## config.mk

```make
export PLATFORM = sky130hd
export DESIGN_NAME = sharpest_frame_window_selector
export DESIGN_NICKNAME = d
export VERILOG_FILES = /design/src/rtl/sfws_pkg.sv /design/src/rtl/sfws_mod.sv /design/src/rtl/sfws_window.sv /design/src/rtl/sharpest_frame_window_selector.sv
export SDC_FILE = /design/constraint.sdc
export NUM_CORES = 1
export LEC_CHECK = 0
export ABC_AREA = 0
export BUFFER_PORTS_ARGS = -buffer_cell sky130_fd_sc_hd__buf_2
export CAP_MARGIN = 15
export CORE_MARGIN = 3
export CORE_UTILIZATION = 35
export DETAILED_ROUTE_END_ITERATION = 7
export PLACE_DENSITY = 0.51
export SYNTH_ARGS = -nofsm -noshare
export SYNTH_HDL_FRONTEND = slang
export SYNTH_HIERARCHICAL = 1
export SYNTH_SLANG_ARGS = --single-unit
export TNS_END_PERCENT = 20
```

## constraint.sdc

```tcl
create_clock -name clk -period 8.57 [get_ports clk]
set_clock_uncertainty 0.1 [all_clocks]
set_input_delay 0.4285 -clock clk [delete_from_list [all_inputs] [get_ports clk]]
set_output_delay 0.4285 -clock clk [all_outputs]
set_load 0.1 [all_outputs]
```

## src/rtl/sfws_pkg.sv

```systemverilog
// Shared types and constants for the sharpest frame window selector
`timescale 1ns / 1ps
package sfws_pkg;
	localparam int MaxKeep = 16;
	localparam int WinAw   = $clog2(MaxKeep);
	localparam int FillW   = WinAw + 1;
	localparam int DivW    = 33;
	localparam int DivCntW = $clog2(DivW);

	localparam logic [1:0] REG_KEEP  = 2'd0;
	localparam logic [1:0] REG_SKIP  = 2'd1;
	localparam logic [1:0] REG_LIMIT = 2'd2;

	typedef enum logic [2:0] {
		ST_IDLE,
		ST_WAIT_CAND,
		ST_WAIT_WRITE,
		ST_SCAN,
		ST_EMIT
	} sfws_state_t;

	typedef struct packed {
		logic             clear;
		logic             append;
		logic             scan;
		logic [FillW-1:0] cap;
	} win_cmd_t;

	typedef struct packed {
		logic        done;
		logic [31:0] best_index;
		logic [15:0] peak_score;
	} win_res_t;

	typedef struct packed {
		logic        done;
		logic [15:0] rem;
	} mod_res_t;
endpackage

```

## src/rtl/sfws_mod.sv

```systemverilog
// Bit-serial restoring modulo unit, one dividend bit per cycle
`timescale 1ns / 1ps
module sfws_mod import sfws_pkg::*; (
	input  logic            clk,
	input  logic            arst_n,
	input  logic            start,
	input  logic [DivW-1:0] dividend,
	input  logic [15:0]     divisor,
	output mod_res_t        res
);
	logic               busy_q;
	logic               done_q;
	logic [DivCntW-1:0] cnt_q;
	logic [DivW-1:0]    dvd_q;
	logic [15:0]        rem_q;
	logic [16:0]        shifted;
	logic [16:0]        rem_next;

	always_comb begin
		shifted  = {rem_q, dvd_q[DivW-1]};
		rem_next = (shifted >= {1'b0, divisor}) ? shifted - {1'b0, divisor} : shifted;
	end

	always_ff @(posedge clk or negedge arst_n) begin
		if (!arst_n) begin
			busy_q <= 1'b0;
			done_q <= 1'b0;
			cnt_q  <= '0;
		end else begin
			done_q <= !start && busy_q && (cnt_q == DivCntW'(DivW - 1));
			if (start) begin
				busy_q <= 1'b1;
				cnt_q  <= '0;
			end else if (busy_q) begin
				cnt_q <= cnt_q + 1'b1;
				if (cnt_q == DivCntW'(DivW - 1)) begin
					busy_q <= 1'b0;
				end
			end
		end
	end

	always_ff @(posedge clk) begin
		if (start) begin
			dvd_q <= dividend;
			rem_q <= '0;
		end else if (busy_q) begin
			dvd_q <= dvd_q << 1;
			rem_q <= rem_next[15:0];
		end
	end

	assign res.done = done_q;
	assign res.rem  = rem_q;
endmodule

```

## src/rtl/sfws_window.sv

```systemverilog
// Circular candidate window with a sequential argmax scan
`timescale 1ns / 1ps
module sfws_window import sfws_pkg::*; (
	input  logic        clk,
	input  logic        arst_n,
	input  win_cmd_t    cmd,
	input  logic [31:0] append_index,
	input  logic [15:0] append_score,
	output win_res_t    res
);
	logic [15:0]      score_mem [MaxKeep];
	logic [31:0]      index_mem [MaxKeep];
	logic [WinAw-1:0] head_q;
	logic [FillW-1:0] fill_q;
	logic             active_q;
	logic             dv_q;
	logic             done_q;
	logic [FillW-1:0] iss_q;
	logic [FillW-1:0] pos_q;
	logic [15:0]      rd_score_q;
	logic [31:0]      rd_index_q;
	logic [15:0]      peak_score_q;
	logic [31:0]      best_index_q;
	logic             over;
	logic [FillW-1:0] drop;
	logic [WinAw-1:0] head_app;
	logic [FillW-1:0] fill_app;
	logic [WinAw-1:0] wr_addr;
	logic [WinAw-1:0] rd_addr;

	always_comb begin
		over     = fill_q >= cmd.cap;
		drop     = fill_q - cmd.cap + 1'b1;
		head_app = over ? head_q + drop[WinAw-1:0] : head_q;
		fill_app = over ? cmd.cap - 1'b1 : fill_q;
		wr_addr  = head_app + fill_app[WinAw-1:0];
		rd_addr  = head_q + iss_q[WinAw-1:0];
	end

	always_ff @(posedge clk) begin
		if (cmd.append) begin
			score_mem[wr_addr] <= append_score;
			index_mem[wr_addr] <= append_index;
		end
		rd_score_q <= score_mem[rd_addr];
		rd_index_q <= index_mem[rd_addr];
	end

	always_ff @(posedge clk or negedge arst_n) begin
		if (!arst_n) begin
			head_q   <= '0;
			fill_q   <= '0;
			active_q <= 1'b0;
			dv_q     <= 1'b0;
			done_q   <= 1'b0;
			iss_q    <= '0;
			pos_q    <= '0;
		end else begin
			done_q <= !cmd.scan && active_q && dv_q && (pos_q == fill_q - 1'b1);
			if (cmd.clear) begin
				fill_q <= '0;
			end else if (cmd.append) begin
				head_q <= head_app;
				fill_q <= fill_app + 1'b1;
			end
			if (cmd.scan) begin
				active_q <= 1'b1;
				iss_q    <= '0;
				pos_q    <= '0;
				dv_q     <= 1'b0;
			end else if (active_q) begin
				if (iss_q < fill_q) begin
					iss_q <= iss_q + 1'b1;
					dv_q  <= 1'b1;
				end else begin
					dv_q <= 1'b0;
				end
				if (dv_q) begin
					pos_q <= pos_q + 1'b1;
					if (pos_q == fill_q - 1'b1) begin
						active_q <= 1'b0;
						fill_q   <= '0;
					end
				end
			end
		end
	end

	// strict compare keeps the oldest entry on ties
	always_ff @(posedge clk) begin
		if (dv_q && (pos_q == '0 || rd_score_q > peak_score_q)) begin
			peak_score_q <= rd_score_q;
			best_index_q <= rd_index_q;
		end
	end

	assign res.done       = done_q;
	assign res.best_index = best_index_q;
	assign res.peak_score = peak_score_q;
endmodule

```

## src/rtl/sharpest_frame_window_selector.sv

```systemverilog
// Top level: sequencer for candidate test, window update, write test and emit
//
// channel  | direction | handshake                 | payload
// frame    | in        | frame_valid / frame_stall | frame_index, sharpness_score, end_of_stream
// choice   | out       | choice_valid/choice_stall | chosen_index, chosen_score
// cfg      | in        | cfg_we                    | cfg_index, cfg_wdata
//
// End of stream and limited frames are taken in idle without a modulo pass. A non-candidate
// needs one modulo pass; a candidate needs two, and with a result adds a window scan and emit.
// The shared bit-serial modulo unit sets the pace. frame_stall is high while busy.
// A waiting result on the choice side holds the next result in the emit state.
// Reset clears config to keep 0, period 1, limit 0 and empties the window.
`timescale 1ns / 1ps
module sharpest_frame_window_selector import sfws_pkg::*; (
	input  logic        clk,
	input  logic        arst_n,
	input  logic        frame_valid,
	output logic        frame_stall,
	input  logic [31:0] frame_index,
	input  logic [15:0] sharpness_score,
	input  logic        end_of_stream,
	output logic        choice_valid,
	input  logic        choice_stall,
	output logic [31:0] chosen_index,
	output logic [15:0] chosen_score,
	input  logic        cfg_we,
	input  logic [1:0]  cfg_index,
	input  logic [15:0] cfg_wdata
);
	sfws_state_t      state_q, state_d;
	logic [4:0]       keep_q;
	logic [15:0]      skip_q;
	logic [15:0]      limit_q;
	logic [31:0]      phase_q;
	logic [15:0]      emitted_q;
	logic [31:0]      idx_q;
	logic [15:0]      score_q;
	logic             choice_valid_q;
	logic [31:0]      chosen_index_q;
	logic [15:0]      chosen_score_q;
	logic [4:0]       keff;
	logic [15:0]      seff;
	logic             limited;
	logic             accept;
	logic             mod_start;
	logic [DivW-1:0]  mod_dividend;
	mod_res_t         mod_res;
	win_cmd_t         win_cmd;
	win_res_t         win_res;
	logic             latch_in;
	logic             phase_clr;
	logic             phase_inc;
	logic             emitted_clr;
	logic             load_out;
	logic             cand;

	always_comb begin
		keff    = (keep_q > 5'(MaxKeep)) ? 5'(MaxKeep) : keep_q;
		seff    = (skip_q == '0) ? 16'd1 : skip_q;
		limited = (limit_q != '0) && (emitted_q >= limit_q);
		accept  = frame_valid && !frame_stall;
		cand    = (keff == '0) ? (mod_res.rem == '0) : (mod_res.rem < {11'd0, keff});
	end

	assign frame_stall = (state_q != ST_IDLE);

	sfws_mod u_mod (
		.clk      (clk),
		.arst_n   (arst_n),
		.start    (mod_start),
		.dividend (mod_dividend),
		.divisor  (seff),
		.res      (mod_res)
	);

	sfws_window u_window (
		.clk          (clk),
		.arst_n       (arst_n),
		.cmd          (win_cmd),
		.append_index (idx_q),
		.append_score (score_q),
		.res          (win_res)
	);

	always_comb begin
		state_d      = state_q;
		mod_start    = 1'b0;
		mod_dividend = '0;
		win_cmd      = '0;
		win_cmd.cap  = (keff == '0) ? FillW'(1) : FillW'(keff);
		latch_in     = 1'b0;
		phase_clr    = 1'b0;
		phase_inc    = 1'b0;
		emitted_clr  = 1'b0;
		load_out     = 1'b0;
		unique case (state_q)
			ST_IDLE: begin
				if (accept) begin
					if (end_of_stream) begin
						win_cmd.clear = 1'b1;
						phase_clr     = 1'b1;
						emitted_clr   = 1'b1;
					end else if (!limited) begin
						latch_in     = 1'b1;
						mod_start    = 1'b1;
						mod_dividend = {1'b0, frame_index} + {28'd0, keff};
						state_d      = ST_WAIT_CAND;
					end
				end
			end
			ST_WAIT_CAND: begin
				if (mod_res.done) begin
					phase_inc = 1'b1;
					if (cand) begin
						win_cmd.append = 1'b1;
						mod_start      = 1'b1;
						mod_dividend   = {1'b0, (keff != '0) ? phase_q + 1'b1 : phase_q};
						state_d        = ST_WAIT_WRITE;
					end else begin
						state_d = ST_IDLE;
					end
				end
			end
			ST_WAIT_WRITE: begin
				if (mod_res.done) begin
					if (mod_res.rem == '0) begin
						win_cmd.scan = 1'b1;
						state_d      = ST_SCAN;
					end else begin
						state_d = ST_IDLE;
					end
				end
			end
			ST_SCAN: begin
				if (win_res.done) begin
					state_d = ST_EMIT;
				end
			end
			ST_EMIT: begin
				if (!choice_valid_q || !choice_stall) begin
					load_out = 1'b1;
					state_d  = ST_IDLE;
				end
			end
			default: begin
				state_d = ST_IDLE;
			end
		endcase
	end

	always_ff @(posedge clk or negedge arst_n) begin
		if (!arst_n) begin
			state_q        <= ST_IDLE;
			keep_q         <= '0;
			skip_q         <= 16'd1;
			limit_q        <= '0;
			phase_q        <= '0;
			emitted_q      <= '0;
			choice_valid_q <= 1'b0;
		end else begin
			state_q <= state_d;
			if (cfg_we) begin
				unique case (cfg_index)
					REG_KEEP:  keep_q  <= cfg_wdata[4:0];
					REG_SKIP:  skip_q  <= cfg_wdata;
					REG_LIMIT: limit_q <= cfg_wdata;
					default:   ;
				endcase
			end
			if (phase_clr) begin
				phase_q <= '0;
			end else if (phase_inc) begin
				phase_q <= phase_q + 1'b1;
			end
			if (emitted_clr) begin
				emitted_q <= '0;
			end else if (load_out && emitted_q != 16'hFFFF) begin
				emitted_q <= emitted_q + 1'b1;
			end
			if (load_out) begin
				choice_valid_q <= 1'b1;
			end else if (!choice_stall) begin
				choice_valid_q <= 1'b0;
			end
		end
	end

	always_ff @(posedge clk) begin
		if (latch_in) begin
			idx_q   <= frame_index;
			score_q <= sharpness_score;
		end
		if (load_out) begin
			chosen_index_q <= win_res.best_index;
			chosen_score_q <= win_res.peak_score;
		end
	end

	assign choice_valid = choice_valid_q;
	assign chosen_index = chosen_index_q;
	assign chosen_score = chosen_score_q;

	a_mod_done_in_wait: assert property (@(posedge clk) disable iff (!arst_n)
		mod_res.done |-> (state_q == ST_WAIT_CAND || state_q == ST_WAIT_WRITE))
		else $error("modulo result outside a wait state");

	a_scan_done_in_scan: assert property (@(posedge clk) disable iff (!arst_n)
		win_res.done |-> (state_q == ST_SCAN))
		else $error("window scan finished outside scan state");

	a_valid_from_emit: assert property (@(posedge clk) disable iff (!arst_n)
		$rose(choice_valid) |-> $past(state_q) == ST_EMIT)
		else $error("result raised without emit");

	a_one_load_per_emit: assert property (@(posedge clk) disable iff (!arst_n)
		load_out |=> state_q == ST_IDLE)
		else $error("emit did not return to idle");
endmodule

```

==> Word-level counts from Yosys, hierarchy flattened <==
Memory sizes are Yosys's and may differ from the RTL's. A register that Yosys moved wholly into a read port is not among the register bits.
Index checks and enable logic that the tools add are counted.
{ "classes": {"add_sub_neg": 15, "n_lt_le_gt_ge": 7, "n_eq_ne": 17, "muxes": 76, "n_bitwise": 1, "reduce_logical": 38} }
{ "ops": {"columns": ["operator", "count"], "rows": [
  ["33-bit 2-to-1 mux", 5],
  ["32-bit 2-to-1 mux", 5],
  ["5-bit 2-to-1 mux", 15],
  ["33-bit case mux with 2 select lines", 1],
  ["16-bit 2-to-1 mux", 4],
  ["32-bit by 5-bit adder with 33-bit output", 1],
  ["32-bit by 1-bit adder with 32-bit output, second input constant", 1],
  ["16-bit logical NOT", 2],
  ["1-bit 2-to-1 mux", 32],
  ["3-bit 2-to-1 mux", 7],
  ["17-bit by 16-bit greater-or-equal comparator with 1-bit output", 1],
  ["16-bit by 1-bit adder with 16-bit output, second input constant", 1],
  ["16-bit greater-or-equal comparator", 1],
  ["16-bit greater-than comparator", 1],
  ["16-bit by 5-bit < comparator with 1-bit output", 1],
  ["16-bit != test, second input constant", 1],
  ["16-bit nonzero test", 1],
  ["16-bit subtractor", 1],
  ["5-bit by 1-bit adder with 5-bit output, second input constant", 3],
  ["3-bit case mux with 5 select lines", 1],
  ["4-bit adder", 3],
  ["6-bit 2-to-1 mux", 2],
  ["2-bit AND reduction", 6],
  ["2-bit nonzero test", 6],
  ["other kinds (29)", 52]
]} }
{ "word_totals": {"reg_bits": 312, "mem_bits_rw": 768, "in_bits": 72, "output_inout_bits": 50, "word_cells": 181, "n_memories": 2} }
{ "memory_table": {"columns": ["name", "depth", "width", "read_ports", "rd_clocked_by_memory_dff", "wr", "line", "source"], "rows": [
  ["u_window.index_mem", 16, 32, 1, 1, 1, "sfws_window.sv:12", "logic [31:0] index_mem [MaxKeep];"],
  ["u_window.score_mem", 16, 16, 1, 1, 1, "sfws_window.sv:11", "logic [15:0] score_mem [MaxKeep];"]
]} }

==> Logic depth before layout (Yosys ltp) <==
Gate-level depths: netlist of run 1.
{ "depth": {"depth_word": 13, "mapped_depth": 18, "mapped_depth_nobuf": 17} }

==> Modules after synthesis <==
Netlist of run 1, hierarchy kept.
{ "modules_own_cells": {"columns": ["mod", "instances", "cells_per_inst", "area_per_inst_um2", "seq_area_each_um2"], "rows": [
  ["sfws_window", 1, 1680, 34030.1, 26015.0],
  ["sharpest_frame_window_selector", 1, 832, 9316.4, 5111.2],
  ["sfws_mod", 1, 303, 3373.2, 1511.4]
]} }

==> Least setup slack after synthesis of run 1 <==
No wires, ideal clock.
{ "synth_timing": {"path_kind": "register to register", "start": "register keep_q[4]", "end": "memory u_window.index_mem[4][0] (enable)", "setup_ns": 0.573, "arrival_ns": 8.338, "required_ns": 7.897, "path_slack_ns": -0.441, "path_stages_with_launch": 18, "path_buffers": 2, "synth_period_minus_slack_ns": 9.011, "cell_sequence": "dfrtp_1 -> nor3_1 -> nand2_2 -> buf_2 -> nand2b_1 -> ha_1 -> nand2b_1 -> a31oi_1 -> o21a_1 -> clkbuf_1 -> o21ai_0 -> ha_1 -> and3b_1 -> a311oi_2 -> xnor2_1 -> xnor2_1 -> mux2_4 -> nor4_1"} }
{ "synth_lines": {"columns": ["element", "line", "source"], "rows": [
  ["start, declared", "sharpest_frame_window_selector.sv:31", "logic [4:0] keep_q;"],
  ["start signal, assigned", "sharpest_frame_window_selector.sv:164", "REG_KEEP: keep_q <= cfg_wdata[4:0];"],
  ["end, declared", "sfws_window.sv:12", null]
]} }

==> flow_summary.json, run 1 <==
{
  "status": "completed",
  "die_h_um": 371,
  "ys_seq_elements": 1128,
  "hpwl_um": 65000,
  "rows": 133,
  "synth_edf_count": 945,
  "fin_crit_ns": 5.88,
  "postRouteAntennaNets": 0,
  "slew_viol_final": 0,
  "utilization_pct": 40.9,
  "power.total_mw": 14.0,
  "clock_latency_ns": 0.70,
  "grtUsageTotal_pct": 15.8,
  "timing.final.crit_share_pct": 68.6,
  "antenna_found_initial": 9,
  "cp.required_ns": 8.75,
  "syn_area_per_cell_um2": 16.6,
  "dp_worst_setup_slack_ns": 2.71,
  "synth_nets": 2980,
  "layout_setup_ws_ns": 2.69,
  "fmax_mhz": 170,
  "cts_htree_levels": 3,
  "grt_pass1_wl_um": 166000,
  "yosys_warnings": 6,
  "powerDensity_nw_per_um2": 258,
  "die_area_um2": 138000,
  "min_path_type": "primary input to async pin",
  "numCtsBuffers": 117,
  "setup_violations": 0,
  "layout_commonest_cell": "edfxtp_1",
  "io_pins": 122,
  "r2r_start": "keep_q[4]",
  "ctsResizeCount": 0,
  "grt-ovfl-total": 0,
  "drive_gt1_share_pct": 21.4,
  "drt_first_pass_iters": 6,
  "wl_per_cell_um": 22.1,
  "critPathMaxFanout": 48,
  "drt-vias-per-instance": 5.18,
  "start_kind": "register",
  "postCtsSetupBuffers": 0,
  "syn2layout_area_growth_pct": 15.7,
  "die_w_um": 371,
  "core_um2": 132000,
  "ctsHoldBuffers": 65,
  "initial_core_util_pct": 35.4,
  "end_kind": "register",
  "vias": 25300,
  "syn_area_um2": 46700,
  "drt_iter0_drc": 1890,
  "p_leak_nw": 18.5,
  "hold_viol_final": 0,
  "fin_hold_ws_ns": 0.151,
  "grt_pass1_vias": 26800,
  "grt_start_max_net_pins": 107,
  "clock_path_buffers": 3,
  "reg2reg_depth": 16,
  "clock-root-buffer": "clkbuf_16",
  "mostFrequentLayoutCells": "edfxtp_1, nand2_1, mux4_2",
  "rsz0062_at_grt": "false",
  "worstSetupPathType": "register to register",
  "multi_input_area_um2": 13300,
  "cts_tree": "done",
  "synthArstFlopShare_pct": 10.5,
  "place_congestion": 0.810,
  "r2r_setup_slack_ns": 2.69,
  "worstPathArrival_ns": 6.06,
  "max-slew-margin-rel_pct": 21.2,
  "synth-seq-area-share_pct": 69.9,
  "maxCapViolations": 0,
  "drt_wl_total_um": 108000,
  "synth_cell_types": 95,
  "ys.flop_type": "edfxtp_1",
  "ir_worst_vdd_mv": 0.304,
  "drc_errors": 0,
  "port_buffers": 121,
  "syn_inst": 2815,
  "rr_endpoint": "u_window/score_mem[2][0]",
  "tightest_slew_ns": 1.18,
  "cts.sinks": 1128,
  "path_clk_slew_ns": 0.06,
  "fin_nets": 3191,
  "layout.area.seq_um2": 32600,
  "fillers": 11900
}
-- kinds of logic (layout without fill, tap and decap cells) --
| kind of cell | count (synthesis) | after routing | synth area share, % |
|---|---|---|---|
| adder cells (fa/ha/maj) | 94 | 94 | 2.61 |
| flip-flops | 1128 | 1128 | 69.9 |
| AO/OA/AOI/OAI | 378 | 378 | 5.43 |
| other | 0 | 3 | 0 |
| XOR/XNOR | 119 | 119 | 2.28 |
| buffers and inverters | 234 | 543 | 2.12 |
| AND/OR/NAND/NOR | 579 | 579 | 6.31 |
| multiplexers | 283 | 283 | 11.4 |
-- worst max-delay path, stage by stage (launching register included) --
cell	delay, ns
dfrtp_1	0.46
nor3_1	0.33
nand2_2	0.38
nand2b_1	0.43
ha_1	0.19
nand2b_1	0.10
a31oi_1	0.11
o21ai_1	0.53
mux2i_1	0.37
ha_1	0.36
and3b_1	0.21
a311oi_2	0.26
xnor2_1	0.17
xnor2_1	0.11
mux2_4	0.35
nor4_2	0.22
buf_4	0.79
-- flip-flops by register name (all words and copies together), names as in the netlist, 32 cells and up, named ones only --
name	cells
chosen_index	32
idx_q	32
u_window/score_mem	256
u_window/index_mem	512
u_mod/dvd_q	33
u_window/rd_index_q	32
u_window/best_index_q	32
phase_q	32
-- layout make-up --
| cell class | instances | share of cell area (%) |
|---|---|---|
| well taps | 1755 | 4.06 |
| clock buffers | 162 | 6.07 |
| repair buffers | 232 | 3.05 |
| clock inverters | 55 | 1.16 |
| inverters | 94 | 0.653 |
| diodes | 3 | 0.0139 |
| flip-flops and latches | 1128 | 60.4 |
| multi-input cells | 1453 | 24.6 |
-- worst max-delay path by stage --
stage	to	cells after the start	startpoint	slack, ns
after floorplan	u_window/index_mem[4][0]	17	keep_q[4]	-0.44
after global placement	u_window/index_mem[4][11]	16	keep_q[4]	2.85
after detailed placement	u_window/index_mem[6][8]	16	keep_q[4]	2.71
after CTS	u_window/score_mem[6][1]	16	keep_q[4]	2.66
after global routing	u_window/score_mem[6][1]	16	keep_q[4]	2.25
final	u_window/score_mem[2][0]	16	keep_q[4]	2.69
-- report_power, final --
| group | internal, mW | switching (mW) |
|---|---|---|
| sequential | 6.25 | 0.346 |
| clock | 3.00 | 2.10 |
| combinational | 0.928 | 1.34 |
-- cell usage after synthesis (57+ instances only) --
master    number  area (µm²)
edfxtp_1     945       28400
nand2_1      203         762
mux4_2       192        4320
dfrtp_1      118        2950
nor2_1        97         364
inv_1         94         353
ha_1          87        1090
clkbuf_1      85         319
o21ai_0       81         405
mux2_2        68         766
a31oi_1       65         407
dfxtp_1       64        1280
xnor2_1       64         561
a211oi_1      62         465
and2_1        57         357
-- routing by layer --
metal / global-route usage (%) / wire length, µm
met5: 0 / 0
met4: 4.29 / 2520
met3: 2.45 / 4180
met2: 26.4 / 53000
met1: 21.6 / 48400
-- per-stage QoR --
step	setup TNS (ns)	instance area, µm²	std cells
finish	0	54000	4882
global route	0	54000	4879
CTS	0	54000	4878
detailed placement	0	49400	4596
global placement	0	49400	4595
floorplan	-158.55	46700	2815
Note: power is estimated with default switching activity, not from simulation.
==> inputs of run 2 (changes only) <==
--- a/config.mk
+++ b/config.mk
@@ -5,13 +5,13 @@
 export SDC_FILE = /design/constraint.sdc
 export NUM_CORES = 1
 export LEC_CHECK = 0
-export ABC_AREA = 0
+export ABC_AREA = 1
 export BUFFER_PORTS_ARGS = -buffer_cell sky130_fd_sc_hd__buf_2
 export CAP_MARGIN = 15
 export CORE_MARGIN = 3
 export CORE_UTILIZATION = 35
 export DETAILED_ROUTE_END_ITERATION = 7
-export PLACE_DENSITY = 0.51
+export PLACE_DENSITY = 0.5
 export SYNTH_ARGS = -nofsm -noshare
 export SYNTH_HDL_FRONTEND = slang
 export SYNTH_HIERARCHICAL = 1
==> constraint.sdc (replaced) <==
create_clock -name clk -period 5.07 [get_ports clk]
set_clock_uncertainty 0.1 [all_clocks]
set_input_delay 0.2535 -clock clk [delete_from_list [all_inputs] [get_ports clk]]
set_output_delay 0.2535 -clock clk [all_outputs]
set_load 0.1 [all_outputs]
==> flow_summary.json, run 2 <==
{
  "status": "completed",
  "slew_viol_final": 0,
  "worstSetupPathType": "register to register",
  "ir_worst_vdd_mv": 0.326,
  "maxCapViolations": 0,
  "clock_latency_ns": 0.73,
  "die_w_um": 381,
  "die_h_um": 381,
  "grt-ovfl-total": 0,
  "rsz0062_at_grt": "false",
  "yosys_warnings": 6,
  "ys_seq_elements": 1128,
  "end_kind": "register",
  "synthMuxAreaShare_pct": 3.90,
  "critPathMaxFanout": 32,
  "syn_area_per_cell_um2": 11.7,
  "timing.final.crit_share_pct": 87.7,
  "drc_errors": 0,
  "worstPathArrival_ns": 4.71,
  "min_path_type": "primary input to register",
  "post-synth-top-count-cell": "edfxtp_1",
  "switching_share_pct": 26.9,
  "grt_start_max_net_pins": 115,
  "setup_violations": 0,
  "clock_path_buffers": 3,
  "grtUsageTotal_pct": 18.0,
  "layout_commonest_cell": "edfxtp_1",
  "synth_cell_types": 60,
  "synth_top_family_by_area": "simple AND/OR/NAND/NOR gates",
  "synthArstFlopShare_pct": 10.5,
  "synth_compound_area_share_pct": 10.1,
  "cts_tree": "done",
  "synth_simple_gate_area_share_pct": 10.3,
  "place_congestion": 0.838,
  "place_inst": 6054,
  "grt_pass1_vias": 30600,
  "clkPwrFrac_pct": 39.7,
  "fin_crit_ns": 4.44,
  "drt_first_pass_iters": 6,
  "largest_reg_flops": 512,
  "hold_viol_final": 0,
  "fmax_mhz": 225,
  "powerDensity_nw_per_um2": 415,
  "cts_htree_levels": 3,
  "initial_core_util_pct": 35.5,
  "ys.flop_type": "edfxtp_1",
  "core_um2": 139000,
  "wl_per_cell_um": 20.8,
  "io_pins": 122,
  "antenna_found_initial": 2,
  "top_regs": "u_window/index_mem (512), u_window/score_mem (256), u_mod/dvd_q (33)",
  "synthAdderAreaFrac_pct": 2.46,
  "drt-vias-per-instance": 4.91,
  "yosysTopAreaCellShare_pct": 57.6,
  "max-slew-margin-rel_pct": 32.2,
  "synth_edf_count": 945,
  "seqPwrFrac_pct": 46.4,
  "port_buffers": 121,
  "synth_nets": 4355,
  "comb_power_share_pct": 13.9,
  "grt_pass1_wl_um": 198000,
  "cp.required_ns": 5.33,
  "n_antenna_cell": 0,
  "synth-seq-area-share_pct": 66.3,
  "synth_commonest_cells": "edfxtp_1, nand2_1, inv_1",
  "p_leak_nw": 22.5,
  "fin_setup_tns_ns": 0,
  "yosysTopAreaCell": "edfxtp_1",
  "syn_inst": 4190,
  "syn_area_um2": 49200,
  "clock-root-buffer": "clkbuf_16",
  "tightest_slew_ns": 1.02,
  "power.total_mw": 23.8,
  "cts.sinks": 1128,
  "drt_iter0_drc": 2368,
  "syn2layout_area_growth_pct": 16.2,
  "synth_xor_area_share_pct": 1.31,
  "drive_gt1_share_pct": 11.9,
  "hpwl_um": 85000,
  "stdcell_count": 6350,
  "numCtsBuffers": 120,
  "fin_hold_ws_ns": 0.0677,
  "fin_nets": 4548,
  "die_area_um2": 145000,
  "mostFrequentLayoutCells": "edfxtp_1, nand2_1, inv_1",
  "start_kind": "register",
  "internal_power_mw": 17.4,
  "synth.area.top_cells": "edfxtp_1, dfrtp_1, nand2_1",
  "postRouteAntennaNets": 0,
  "path_clk_slew_ns": 0.06,
  "utilization_pct": 41.3,
  "p_sw_mw": 6.39,
  "drt_wl_total_um": 132000,
  "rows": 136,
  "top_register": "u_window/index_mem",
  "vias": 31100
}
==> run 2: per-stage QoR <==
step | worst slack [ns] | instance area [µm²]
2_1_floorplan | -0.550 | 49200
3_3_place_gp | 0.694 | 52200
3_5_place_dp | 0.610 | 52200
4_1_cts | 0.594 | 57200
5_1_grt | 0.300 | 57200
6_report | 0.626 | 57200
==> run 2: power by group through the flow <==
stage                     sequential, mW  clock (mW)  combinational (mW)
final                               11.0        9.44                3.30
after global placement              11.2           0                3.24
after floorplan                     10.9           0                2.44
after CTS                           11.0        9.70                3.33
after detailed placement            11.2           0                3.27
after global routing                11.1        10.1                3.75
==> run 2: cell families (layout without fill, tap and decap cells) <==
kind of cell | after synthesis | after routing
flops | 1128 | 1128
simple gates | 1114 | 1114
compound gates | 910 | 910
buf+inv | 680 | 977
mux | 192 | 192
fa+ha+maj | 93 | 93
xor+xnor | 73 | 73
==> run 2: layout make-up <==
type	instances	area, µm²
Clock inverter	69	1020
Fill cell	13200	81300
Timing Repair Buffer	266	2120
Tap cell	1863	2330
Multi-Input combinational cell	2382	14000
Inverter	485	1830
Clock buffer	157	3260
Sequential cell	1128	32600
==> run 2: worst paths after layout <==
path                       slack, ns                        end  cells past startpoint                      from
min reg2reg                     0.29            chosen_index[3]                      0  u_window/best_index_q[3]
max reg2reg                     0.63  u_window/index_mem[4][31]                     16                 keep_q[4]
max                             0.63  u_window/index_mem[4][31]                     16                 keep_q[4]
min                             0.07               emitted_q[5]                      6               frame_valid
max in group asynchronous       3.69               emitted_q[4]                      4                    arst_n
min in group asynchronous       0.51                phase_q[17]                      4                    arst_n
==> run 2: repair_timing <==
| action | CTS | global route |
|---|---|---|
| gates resized for setup | 0 | 0 |
| endpoints found under the hold margin | 222 | 0 |
| setup buffers | 0 | 0 |
| hold buffers | 70 | 0 |
==> run 2: metal layers <==
metal,track usage (%),share of wire (%)
met1,25.1,47
met4,4.00,2.0
met5,0,0
met3,2.35,3.7
met2,29.9,48
==> run 2: worst max-delay path, cell delays in order (launching register included) <==
cell	delay, ns
dfrtp_1	0.53
inv_1	0.16
nand2_1	0.14
inv_1	0.11
fa_1	0.54
inv_1	0.04
ha_1	0.33
xnor2_1	0.16
nand2_1	0.08
o21ai_0	0.11
ha_1	0.41
nand2_1	0.10
nand3b_2	0.22
nand3_1	0.14
nand3_2	0.22
nor2_4	0.15
buf_4	0.52
